**config.mk**
```make
export PLATFORM = sky130hd
export DESIGN_NAME = segment_fault_file_lookup_top
export DESIGN_NICKNAME = d
export VERILOG_FILES = /design/src/hdl/sflk_pkg.sv /design/src/hdl/sflk_seg_mem.sv /design/src/hdl/sflk_walk.sv /design/src/hdl/segment_fault_file_lookup_top.sv
export VERILOG_INCLUDE_DIRS = /design/src /design/src/hdl
export SDC_FILE = /design/constraint.sdc
export NUM_CORES = 2
export LEC_CHECK = 0
export ABC_AREA = 1
export BUFFER_PORTS_ARGS = -buffer_cell sky130_fd_sc_hd__buf_2
export CAP_MARGIN = 20
export CORE_UTILIZATION = 45
export DETAILED_ROUTE_END_ITERATION = 10
export PLACE_DENSITY_LB_ADDON = 0.05
export SLEW_MARGIN = 20
export SYNTH_ARGS = -nofsm -noshare
export SYNTH_HDL_FRONTEND = slang
export SYNTH_HIERARCHICAL = 1
export SYNTH_SLANG_ARGS = --single-unit
```
**constraint.sdc**
```tcl
create_clock -name clock -period 11.54 [get_ports clock]
set_input_delay 2.885 -clock clock [delete_from_list [all_inputs] [get_ports clock]]
set_output_delay 2.885 -clock clock [all_outputs]
set_load 0.02 [all_outputs]
```
**src/hdl/assert_macros.svh**
```systemverilog
// Assertion macros shared by the segment lookup modules.
`ifndef ASSERT_MACROS_SVH
`define ASSERT_MACROS_SVH

`ifndef ASSERT_OFF

`define ASSERT_ALWAYS(lbl, clk, rst, cond) \
   lbl: assert property (@(posedge clk) disable iff (rst) (cond)) \
      else $error("assertion failed");

`define ASSERT_IMPLY(lbl, clk, rst, ante, cons) \
   lbl: assert property (@(posedge clk) disable iff (rst) (ante) |-> (cons)) \
      else $error("assertion failed");

`define ASSERT_NEXT(lbl, clk, rst, ante, cons) \
   lbl: assert property (@(posedge clk) disable iff (rst) (ante) |=> (cons)) \
      else $error("assertion failed");

`else

`define ASSERT_ALWAYS(lbl, clk, rst, cond)
`define ASSERT_IMPLY(lbl, clk, rst, ante, cons)
`define ASSERT_NEXT(lbl, clk, rst, ante, cons)

`endif

`endif

```
**src/hdl/sflk_pkg.sv**
```systemverilog
// Constants and types of the segment lookup block.
package sflk_pkg;

   localparam int MAX_SEGMENTS = 16;
   localparam int PAGE_BYTES   = 4096;
   localparam int PAGE_BITS    = $clog2(PAGE_BYTES);
   localparam int IDX_W        = (MAX_SEGMENTS > 1) ? $clog2(MAX_SEGMENTS) : 1;
   localparam int CNT_W        = $clog2(MAX_SEGMENTS + 1);

   localparam int ADDR_W       = 32;
   localparam int SIZE_W       = 13;
   localparam int DISP_W       = 12;
   localparam int COUNT_REG_W  = 5;

   localparam logic ACTION_WRITE  = 1'b0;
   localparam logic ACTION_LOOKUP = 1'b1;

   localparam logic REG_PROCESS_BASE  = 1'b0;
   localparam logic REG_SEGMENT_COUNT = 1'b1;

   typedef struct packed {
      logic              loadable;
      logic              writable;
      logic [ADDR_W-1:0] vaddr;
      logic [ADDR_W-1:0] mem_size;
      logic [ADDR_W-1:0] file_size;
      logic [ADDR_W-1:0] file_offset;
   } seg_entry_type;

   typedef struct packed {
      logic              go;
      logic [ADDR_W-1:0] addr;
      logic [CNT_W-1:0]  count;
   } start_type;

   typedef struct packed {
      logic              found;
      logic [ADDR_W-1:0] file_position;
      logic [SIZE_W-1:0] read_size;
      logic              write_permission;
      logic [DISP_W-1:0] lead_offset;
   } result_type;

endpackage

```
**src/hdl/sflk_seg_mem.sv**
```systemverilog
// Segment table memory: one write port, one registered read port.
module sflk_seg_mem (
   input  logic                   clock,
   input  logic                   wr_en,
   input  logic [sflk_pkg::IDX_W-1:0] wr_idx,
   input  sflk_pkg::seg_entry_type wr_data,
   input  logic                   rd_en,
   input  logic [sflk_pkg::IDX_W-1:0] rd_idx,
   output sflk_pkg::seg_entry_type rd_data
);
   import sflk_pkg::*;

   seg_entry_type mem_ff [MAX_SEGMENTS];
   seg_entry_type rd_data_ff;

   always_ff @(posedge clock) begin
      if (wr_en) begin
         mem_ff[wr_idx] <= wr_data;
      end
      if (rd_en) begin
         rd_data_ff <= mem_ff[rd_idx];
      end
   end

   assign rd_data = rd_data_ff;

endmodule

```
**src/hdl/sflk_walk.sv**
```systemverilog
// Lookup sequencer: walks the segment memory and resolves the matching page.
`include "assert_macros.svh"

module sflk_walk (
   input  logic                    clock,
   input  logic                    reset,
   input  sflk_pkg::start_type     start,
   output logic                    idle,
   output logic                    rd_en,
   output logic [sflk_pkg::IDX_W-1:0] rd_idx,
   input  sflk_pkg::seg_entry_type rd_data,
   output logic                    res_valid,
   input  logic                    res_take,
   output sflk_pkg::result_type    result
);
   import sflk_pkg::*;

   typedef enum logic [3:0] {
      ST_IDLE = 4'b0001,
      ST_WALK = 4'b0010,
      ST_RES  = 4'b0100,
      ST_SIZE = 4'b1000
   } walk_state_type;

   localparam logic [ADDR_W-1:0] PAGE_MASK = ADDR_W'(PAGE_BYTES - 1);
   localparam logic [ADDR_W-1:0] PAGE_VAL  = ADDR_W'(PAGE_BYTES);

   walk_state_type state_ff, state_in;
   logic [ADDR_W-1:0] addr_ff, addr_in;
   logic [CNT_W-1:0]  count_ff, count_in;
   logic [CNT_W-1:0]  rd_cnt_ff, rd_cnt_in;
   logic              a_vld_ff, a_vld_in;
   logic              b_vld_ff, b_vld_in;

   // stage B payload: one entry with its precomputed sums
   logic [ADDR_W-1:0] b_end_ff, b_end_in;
   logic [ADDR_W-1:0] b_off_ff, b_off_in;
   logic              b_ge_ff, b_ge_in;
   logic              b_unal_ff, b_unal_in;
   logic              b_wr_ff, b_wr_in;
   logic [ADDR_W-1:0] b_fsize_ff, b_fsize_in;
   logic [ADDR_W-1:0] b_foff_ff, b_foff_in;

   // resolve results
   logic                 beyond_ff, beyond_in;
   logic [ADDR_W-1:0]    left_ff, left_in;
   logic [ADDR_W-1:0]    pos_ff, pos_in;
   logic [PAGE_BITS-1:0] disp_ff, disp_in;

   logic              walk_done;
   logic              match;
   logic [ADDR_W-1:0] end_up;
   logic [ADDR_W-1:0] off_pg;
   logic [ADDR_W-1:0] left_disp;
   logic [ADDR_W-1:0] size_full;

   assign idle   = (state_ff == ST_IDLE);
   assign rd_en  = (state_ff == ST_WALK) && (rd_cnt_ff < count_ff);
   assign rd_idx = rd_cnt_ff[IDX_W-1:0];

   // end of range rounded up; an aligned end still gains a full page
   assign end_up = ((b_end_ff >> PAGE_BITS) + ADDR_W'(1)) << PAGE_BITS;
   assign match  = b_vld_ff && b_ge_ff && (addr_ff < end_up);
   assign walk_done = (rd_cnt_ff == count_ff) && !a_vld_ff && !b_vld_ff;

   assign off_pg = b_off_ff & ~PAGE_MASK;

   always_comb begin
      state_in   = state_ff;
      addr_in    = addr_ff;
      count_in   = count_ff;
      rd_cnt_in  = rd_cnt_ff;
      a_vld_in   = 1'b0;
      b_vld_in   = 1'b0;
      b_end_in   = b_end_ff;
      b_off_in   = b_off_ff;
      b_ge_in    = b_ge_ff;
      b_unal_in  = b_unal_ff;
      b_wr_in    = b_wr_ff;
      b_fsize_in = b_fsize_ff;
      b_foff_in  = b_foff_ff;
      beyond_in  = beyond_ff;
      left_in    = left_ff;
      pos_in     = pos_ff;
      disp_in    = disp_ff;

      case (state_ff)
         ST_IDLE: begin
            if (start.go) begin
               addr_in   = start.addr;
               count_in  = start.count;
               rd_cnt_in = '0;
               state_in  = ST_WALK;
            end
         end
         ST_WALK: begin
            a_vld_in = rd_en;
            b_vld_in = a_vld_ff && rd_data.loadable;
            if (rd_en) begin
               rd_cnt_in = rd_cnt_ff + CNT_W'(1);
            end
            if (match) begin
               state_in = ST_RES;
            end else begin
               b_end_in   = rd_data.vaddr + rd_data.mem_size;
               b_off_in   = addr_ff - rd_data.vaddr;
               b_ge_in    = (rd_data.vaddr <= addr_ff);
               b_unal_in  = ((rd_data.vaddr & PAGE_MASK) != '0);
               b_wr_in    = rd_data.writable;
               b_fsize_in = rd_data.file_size;
               b_foff_in  = rd_data.file_offset;
               if (walk_done) begin
                  beyond_in = 1'b1;
                  state_in  = ST_SIZE;
               end
            end
         end
         ST_RES: begin
            beyond_in = (off_pg >= b_fsize_ff);
            left_in   = b_fsize_ff - off_pg;
            pos_in    = b_foff_ff + off_pg;
            if (b_unal_ff && (off_pg == '0)) begin
               disp_in = b_foff_ff[PAGE_BITS-1:0];
            end else begin
               disp_in = '0;
            end
            state_in = ST_SIZE;
         end
         ST_SIZE: begin
            if (res_take) begin
               state_in = ST_IDLE;
            end
         end
         default: begin
            state_in = ST_IDLE;
         end
      endcase
   end

   // read size: bytes left past the displacement; above one page it becomes one page less the displacement
   assign left_disp = left_ff - ADDR_W'(disp_ff);
   assign size_full = (left_disp > PAGE_VAL) ? (PAGE_VAL - ADDR_W'(disp_ff)) : left_disp;

   assign res_valid = (state_ff == ST_SIZE);

   always_comb begin
      result.found            = !beyond_ff;
      result.file_position    = beyond_ff ? '0 : pos_ff;
      result.read_size        = beyond_ff ? '0 : SIZE_W'(size_full);
      result.write_permission = !beyond_ff && b_wr_ff;
      result.lead_offset      = beyond_ff ? '0 : DISP_W'(disp_ff);
   end

   always_ff @(posedge clock) begin
      if (reset) begin
         state_ff  <= ST_IDLE;
         rd_cnt_ff <= '0;
         count_ff  <= '0;
         a_vld_ff  <= 1'b0;
         b_vld_ff  <= 1'b0;
         beyond_ff <= 1'b1;
      end else begin
         state_ff  <= state_in;
         rd_cnt_ff <= rd_cnt_in;
         count_ff  <= count_in;
         a_vld_ff  <= a_vld_in;
         b_vld_ff  <= b_vld_in;
         beyond_ff <= beyond_in;
      end
   end

   always_ff @(posedge clock) begin
      addr_ff    <= addr_in;
      b_end_ff   <= b_end_in;
      b_off_ff   <= b_off_in;
      b_ge_ff    <= b_ge_in;
      b_unal_ff  <= b_unal_in;
      b_wr_ff    <= b_wr_in;
      b_fsize_ff <= b_fsize_in;
      b_foff_ff  <= b_foff_in;
      left_ff    <= left_in;
      pos_ff     <= pos_in;
      disp_ff    <= disp_in;
   end

   `ASSERT_ALWAYS(a_rd_cnt_bound, clock, reset, rd_cnt_ff <= count_ff)
   `ASSERT_NEXT(a_go_walks, clock, reset, idle && start.go, state_ff == ST_WALK)
   `ASSERT_IMPLY(a_stage_b_from_read, clock, reset, b_vld_ff, $past(rd_en, 2))

endmodule

```
**src/hdl/segment_fault_file_lookup_top.sv**
```systemverilog
// Top level: register port, request decode, segment memory, walker and result register.
// A write request stores one segment entry. A lookup request
// walks the entries one per cycle through the single read port of the segment
// memory; the block takes the next request once the walk has matched an entry or
// passed the last one and the result has moved to the output register.
// A finished result waits in the output register, so a new
// request is taken while it is still unclaimed.
`include "assert_macros.svh"

module segment_fault_file_lookup_top (
   input  logic         clock,
   input  logic         reset,
   // action (1)
   input  logic         req_tuser,
   // entry_index[3:0], entry_loadable[4], entry_vaddr[36:5], entry_mem_size[68:37],
   // entry_file_size[100:69], entry_file_offset[132:101], entry_writable[133],
   // lookup_address[165:134], zero fill[167:166]
   input  logic [167:0] req_tdata,
   input  logic         req_tvalid,
   output logic         req_tready,
   // found (1)
   output logic         rsp_tuser,
   // file_position[31:0], read_size[44:32], write_permission[45],
   // lead_offset[57:46], zero fill[63:58]
   output logic [63:0]  rsp_tdata,
   output logic         rsp_tvalid,
   input  logic         rsp_tready,
   input  logic         csr_psel,
   input  logic         csr_penable,
   input  logic         csr_pwrite,
   input  logic [2:0]   csr_paddr,
   input  logic [31:0]  csr_pwdata,
   output logic [31:0]  csr_prdata,
   output logic         csr_pready
);
   import sflk_pkg::*;

   logic [ADDR_W-1:0]      base_ff, base_in;
   logic [COUNT_REG_W-1:0] count_ff, count_in;
   logic                   rsp_valid_ff, rsp_valid_in;
   result_type             rsp_data_ff, rsp_data_in;

   logic              csr_wr;
   logic              req_acc;
   logic [3:0]        f_index;
   logic [ADDR_W-1:0] f_lookup;
   seg_entry_type     wr_entry;
   logic              wr_en;
   logic [IDX_W-1:0]  wr_idx;
   start_type         start;
   logic              idle;
   logic              rd_en;
   logic [IDX_W-1:0]  rd_idx;
   seg_entry_type     rd_data;
   logic              res_valid;
   logic              res_take;
   result_type        result;

   // register port
   assign csr_pready = 1'b1;
   assign csr_wr = csr_psel && csr_penable && csr_pwrite && csr_pready;

   always_comb begin
      base_in  = base_ff;
      count_in = count_ff;
      if (csr_wr) begin
         case (csr_paddr[2])
            REG_PROCESS_BASE:  base_in  = csr_pwdata;
            REG_SEGMENT_COUNT: count_in = csr_pwdata[COUNT_REG_W-1:0];
            default: begin
               base_in = base_ff;
            end
         endcase
      end
   end

   assign csr_prdata = (csr_paddr[2] == REG_SEGMENT_COUNT) ?
                       {{(32-COUNT_REG_W){1'b0}}, count_ff} : base_ff;

   // request decode
   assign req_tready = idle;
   assign req_acc    = req_tvalid && req_tready;

   assign f_index              = req_tdata[3:0];
   assign wr_entry.loadable    = req_tdata[4];
   assign wr_entry.vaddr       = req_tdata[36:5];
   assign wr_entry.mem_size    = req_tdata[68:37];
   assign wr_entry.file_size   = req_tdata[100:69];
   assign wr_entry.file_offset = req_tdata[132:101];
   assign wr_entry.writable    = req_tdata[133];
   assign f_lookup             = req_tdata[165:134];

   assign wr_en  = req_acc && (req_tuser == ACTION_WRITE) &&
                   (32'(f_index) < 32'(MAX_SEGMENTS));
   assign wr_idx = IDX_W'(f_index);

   assign start.go    = req_acc && (req_tuser == ACTION_LOOKUP);
   assign start.addr  = f_lookup - base_ff;
   assign start.count = (32'(count_ff) > 32'(MAX_SEGMENTS)) ?
                        CNT_W'(MAX_SEGMENTS) : CNT_W'(count_ff);

   sflk_seg_mem u_mem (
      .clock   (clock),
      .wr_en   (wr_en),
      .wr_idx  (wr_idx),
      .wr_data (wr_entry),
      .rd_en   (rd_en),
      .rd_idx  (rd_idx),
      .rd_data (rd_data)
   );

   sflk_walk u_walk (
      .clock     (clock),
      .reset     (reset),
      .start     (start),
      .idle      (idle),
      .rd_en     (rd_en),
      .rd_idx    (rd_idx),
      .rd_data   (rd_data),
      .res_valid (res_valid),
      .res_take  (res_take),
      .result    (result)
   );

   // output register
   assign res_take = res_valid && (!rsp_valid_ff || rsp_tready);

   always_comb begin
      rsp_valid_in = rsp_valid_ff;
      rsp_data_in  = rsp_data_ff;
      if (rsp_valid_ff && rsp_tready) begin
         rsp_valid_in = 1'b0;
      end
      if (res_take) begin
         rsp_valid_in = 1'b1;
         rsp_data_in  = result;
      end
   end

   always_ff @(posedge clock) begin
      if (reset) begin
         base_ff      <= '0;
         count_ff     <= '0;
         rsp_valid_ff <= 1'b0;
      end else begin
         base_ff      <= base_in;
         count_ff     <= count_in;
         rsp_valid_ff <= rsp_valid_in;
      end
   end

   always_ff @(posedge clock) begin
      rsp_data_ff <= rsp_data_in;
   end

   assign rsp_tvalid = rsp_valid_ff;
   assign rsp_tuser  = rsp_data_ff.found;
   assign rsp_tdata  = {6'b0, rsp_data_ff.lead_offset, rsp_data_ff.write_permission,
                        rsp_data_ff.read_size, rsp_data_ff.file_position};

   `ASSERT_IMPLY(a_take_has_room, clock, reset, res_take, !rsp_valid_ff || rsp_tready)
   `ASSERT_IMPLY(a_no_accept_busy, clock, reset, res_valid, !req_tready)
   `ASSERT_IMPLY(a_nofound_zero, clock, reset, rsp_valid_ff && !rsp_data_ff.found,
                 rsp_tdata == 64'd0)

endmodule
```
==> results by group <==
Yosys
  • Post-synth top cells: sky130_fd_sc_hd__nand2_1 (3473), sky130_fd_sc_hd__edfxtp_1 (2484), sky130_fd_sc_hd__nand3_1 (1606)
  • Synth Flop Type: sky130_fd_sc_hd__edfxtp_1
  • Seq/Total Area, Yosys: 67.41%
  • Most repeated cell in the gate-level netlist after synthesis: sky130_fd_sc_hd__nand2_1
  • Area share of the largest cell type after synthesis: 66.43%
  • Number of distinct standard cells referenced by the synthesized netlist: 55
  • Cell taking the most area after synthesis: sky130_fd_sc_hd__edfxtp_1
  • Number of synthesized flops with an enable pin: 2484
  • Mean area per synthesized cell: 10.53 sq um
  • Flip-flop and latch count after synthesis: 2539
  • Top area cells in the synthesized netlist: sky130_fd_sc_hd__edfxtp_1 (66%), sky130_fd_sc_hd__nand2_1 (12%), sky130_fd_sc_hd__nand3_1 (7.2%)
  • Proportion of synthesized flip-flops having asynchronous set or reset: 0%
  • Number of instances in the synthesized netlist: 10670
  • Number of warning messages in the yosys log: 6
  • Cell area after synthesis: 112300 sq um

Place
  • Worst setup slack before clock tree synthesis: 4764 ps
  • Count of port buffers added during placement: 299
  • Cell area after placement: 116700 sq um
  • Final GP Congestion: 0.8930
  • Placed cell count: 13930
  • HPWL after detailed placement: 175.6 mm

STA
  • Final worst path period share: 58.47%
  • Worst relative slew slack: 22.91%
  • Smallest setup slack after layout: 4792 ps
  • Number of setup violations in the final report: 0
  • Final setup skew: 59.77 ps
  • Highest Clock Rate: 148.2 MHz
  • Worst Hold Slack: 391.7 ps
  • Slew Viols, Final: 0
  • Clock period minus worst slack: 6748 ps
  • Hold violation count in the final report: 0
  • Setup repair after global routing missed its margin: false
  • Final setup TNS: 0 ps
  • Slew at the pin closest to its max-slew limit: 1156 ps

Worst hold path
  • HP Start: u_mem/rd_data[30]$_DFFE_PP_
  • Class of the most critical hold timing path: flip-flop to flip-flop
  • Worst Hold Endpoint: u_walk/b_foff_ff[30]$_DFFE_PN_
  • Count of cells along the worst hold path: 0

Outcome
  • Status: finished clean

Power and ir drop
  • Internal power: 0.01595 W
  • Switching power: 0.004786 W
  • Standby leakage power: 50.84 nW
  • Sequential cell fraction of total power: 49.6%
  • Power share of the clock group: 42.9%
  • IR drop worst, VDD: 136.4 uV
  • Combinational cell fraction of total power: 7.6%
  • Switching Fraction: 23.09%
  • Cell area power density: 164.8 nW/um^2

Global routing
  • Initial antenna violation count: 77
  • Aggregate global routing overflow: 0
  • Pin count of the biggest net entering global routing: 181
  • First-pass GRT wire length: 466.6 mm
  • Number of global-route vias before repair: 70760
  • Combined global-route utilization of all metal layers: 25.06%

Run
  • Max_cap viols: 0

Finish
  • Non-filler instance count after layout: 14450
  • Ratio of cells with drive above 1 in the final layout: 8.159%
  • NumNets Final: 11290
  • Design Area, Final: 125800 sq um
  • Synth-to-layout area growth: 12.06%

Floorplan
  • Standard-cell row count: 183
  • Top-level I/O count: 311
  • Starting utilization of the core area: 45.20%
  • Overall die area: 251500 sq um
  • Vertical die dimension: 501.5 um
  • Core region area: 248400 sq um
  • Horizontal die dimension: 501.5 um

Worst setup path
  • Max stage delay on crit path: 480 ps
  • Path depth of the worst reg2reg path: 18
  • Cell depth of the worst setup path: 4
  • Max Fanout on Critical Path: 37
  • CP max stage cell: sky130_fd_sc_hd__buf_2
  • Startpoint kind of the worst setup timing path: input port
  • Cell Chain, Critical Path: buf_2 > inv_1 > o21ai_0 > buf_2
  • Crit Reg-Reg Startpoint: u_walk/b_end_ff[12]$_DFFE_PN_
  • Critical Path End Type: primary output
  • Kind of critical path: input port to primary output
  • Most used cell, CP: sky130_fd_sc_hd__buf_2
  • R2R setup slack: 6730 ps
  • Signal arrival time at the worst endpoint: 3860 ps
  • Data required time of the worst path: 8660 ps
  • Capture instance of the worst register-to-register path: u_walk/b_fsize_ff[1]$_DFFE_PN_
  • Crit path buf inv count: 3
  • CP delay by family, top: buffers and inverters

Clock tree
  • Number of instances resized during post-cts repair: 0
  • Hold buffer count at cts: 0
  • Num Clock Sinks: 2539
  • Insertion delay to the later sink of the worst-skew pair: 930 ps
  • Num CTS Buffers: 296
  • Bufs on Longest Clock Path: 4
  • CTS tree: built
  • Cell at the root of the clock tree: sky130_fd_sc_hd__clkbuf_16
  • Clock H-tree levels: 5
  • Setup Buffers After CTS: 0
  • Clock-pin slew reported for the worst setup and hold paths after clock tree synthesis: 60 ps

Routing
  • Drt drc: 0
  • Total Routed Length: 316.6 mm
  • Via/cell ratio: 5.203
  • DRT antenna net count: 0
  • Vias after detailed routing: 75180
  • Mean routed wirelength per cell: 21.91 um
  • Number of detailed-routing iterations run before antenna repair: 5
  • Initial detailed-routing violation count: 6294
## cell families (layout without fill, tap and decap cells)
group | count (synthesis) | after routing | synth area share [%]
compound gates | 350 | 350 | 1.824
fa+ha+maj | 175 | 175 | 1.977
simple gates | 5634 | 5634 | 21.05
flops | 2539 | 2539 | 67.41
xor+xnor | 119 | 119 | 0.9282
other cells | 2 | 23 | 0.006688
buf+inv | 1846 | 2280 | 6.806
## how the worst max path moves through the flow
stage            startpoint  slack (ps)                            end
2_1_floorplan    req_tvalid        2200  u_mem/mem_ff[12][0]$_DFFE_PP_
3_3_place_gp   csr_paddr[2]        4760                  csr_prdata[0]
3_5_place_dp   csr_paddr[2]        4760                  csr_prdata[0]
4_1_cts        csr_paddr[2]        4760                  csr_prdata[0]
5_1_grt        csr_paddr[2]        4660                  csr_prdata[0]
6_report       csr_paddr[2]        4790                  csr_prdata[0]
## flip-flops by register name (all words and copies together) (netlist names), 4 cells and up
| signal | flops |
|---|---|
| u_walk/b_off_ff | 20 |
| u_walk/count_ff | 5 |
| u_mem/rd_data | 130 |
| u_walk/b_end_ff | 20 |
| base_ff | 32 |
| u_walk/pos_ff | 32 |
| u_mem/mem_ff | 2080 |
| u_walk/disp_ff | 12 |
| u_walk/state_ff | 4 |
| u_walk/b_foff_ff | 32 |
| u_walk/b_fsize_ff | 32 |
| u_walk/left_ff | 32 |
| u_walk/rd_cnt_ff | 5 |
| count_ff | 5 |
| u_walk/addr_ff | 32 |
| rsp_tdata | 58 |
## stage by stage
stage / util [%] / total power, W
6_report: 50.65 / 0.02073
5_1_grt: 50.64 / 0.02147
4_1_cts: 50.64 / 0.02094
3_5_place_dp: 46.98 / 0.01204
3_3_place_gp: 46.98 / 0.01203
2_1_floorplan: - / 0.01150
## area by class of cell
class / count / area, sq um
fillers: 22060 / 122600
flip-flops and latches: 2539 / 75710
multi-input cells: 6285 / 29100
clock buffers: 356 / 7696
inverters: 1376 / 5204
well taps: 3330 / 4167
repair buffers: 403 / 2540
clock inverters: 145 / 1376
diodes: 16 / 40.04
## power by group through the flow
| stage | Sequential [W] | Combinational [W] | Clock (W) |
|---|---|---|---|
| 2_1_floorplan | 0.0104 | 0.00105 | 0 |
| 3_3_place_gp | 0.0105 | 0.00156 | 0 |
| 3_5_place_dp | 0.0105 | 0.00158 | 0 |
| 4_1_cts | 0.0103 | 0.00158 | 0.00909 |
| 5_1_grt | 0.0103 | 0.00177 | 0.00943 |
| 6_report | 0.0103 | 0.00157 | 0.00889 |
## cell usage in the layout (no fill, tap or decap), drive strengths merged, types with 13 or more instances in the layout
master  count
nand2    3499
edfxtp   2484
nand3    1610
inv      1381
buf       403
nor2      379
clkbuf    356
ha        171
a21oi     161
clkinv    111
xor2       88
o21ai      82
dfxtp      55
nand4      43
nor3       43
a211oi     38
xnor2      31
or2        31
bufinv     26
nor4       17
diode      16
a31oi      13
o211ai     13
## metal layers
layer | share of wire (%) | GRT usage (%) | vias up
li1 | - | - | 35960
met1 | 45 | 36.08 | 36480
met2 | 46 | 39.30 | 2178
met3 | 6.5 | 4.293 | 508
met4 | 2.3 | 6.295 | 54
met5 | 0.11 | 0 | -
(Power assumes the default switching activity.)
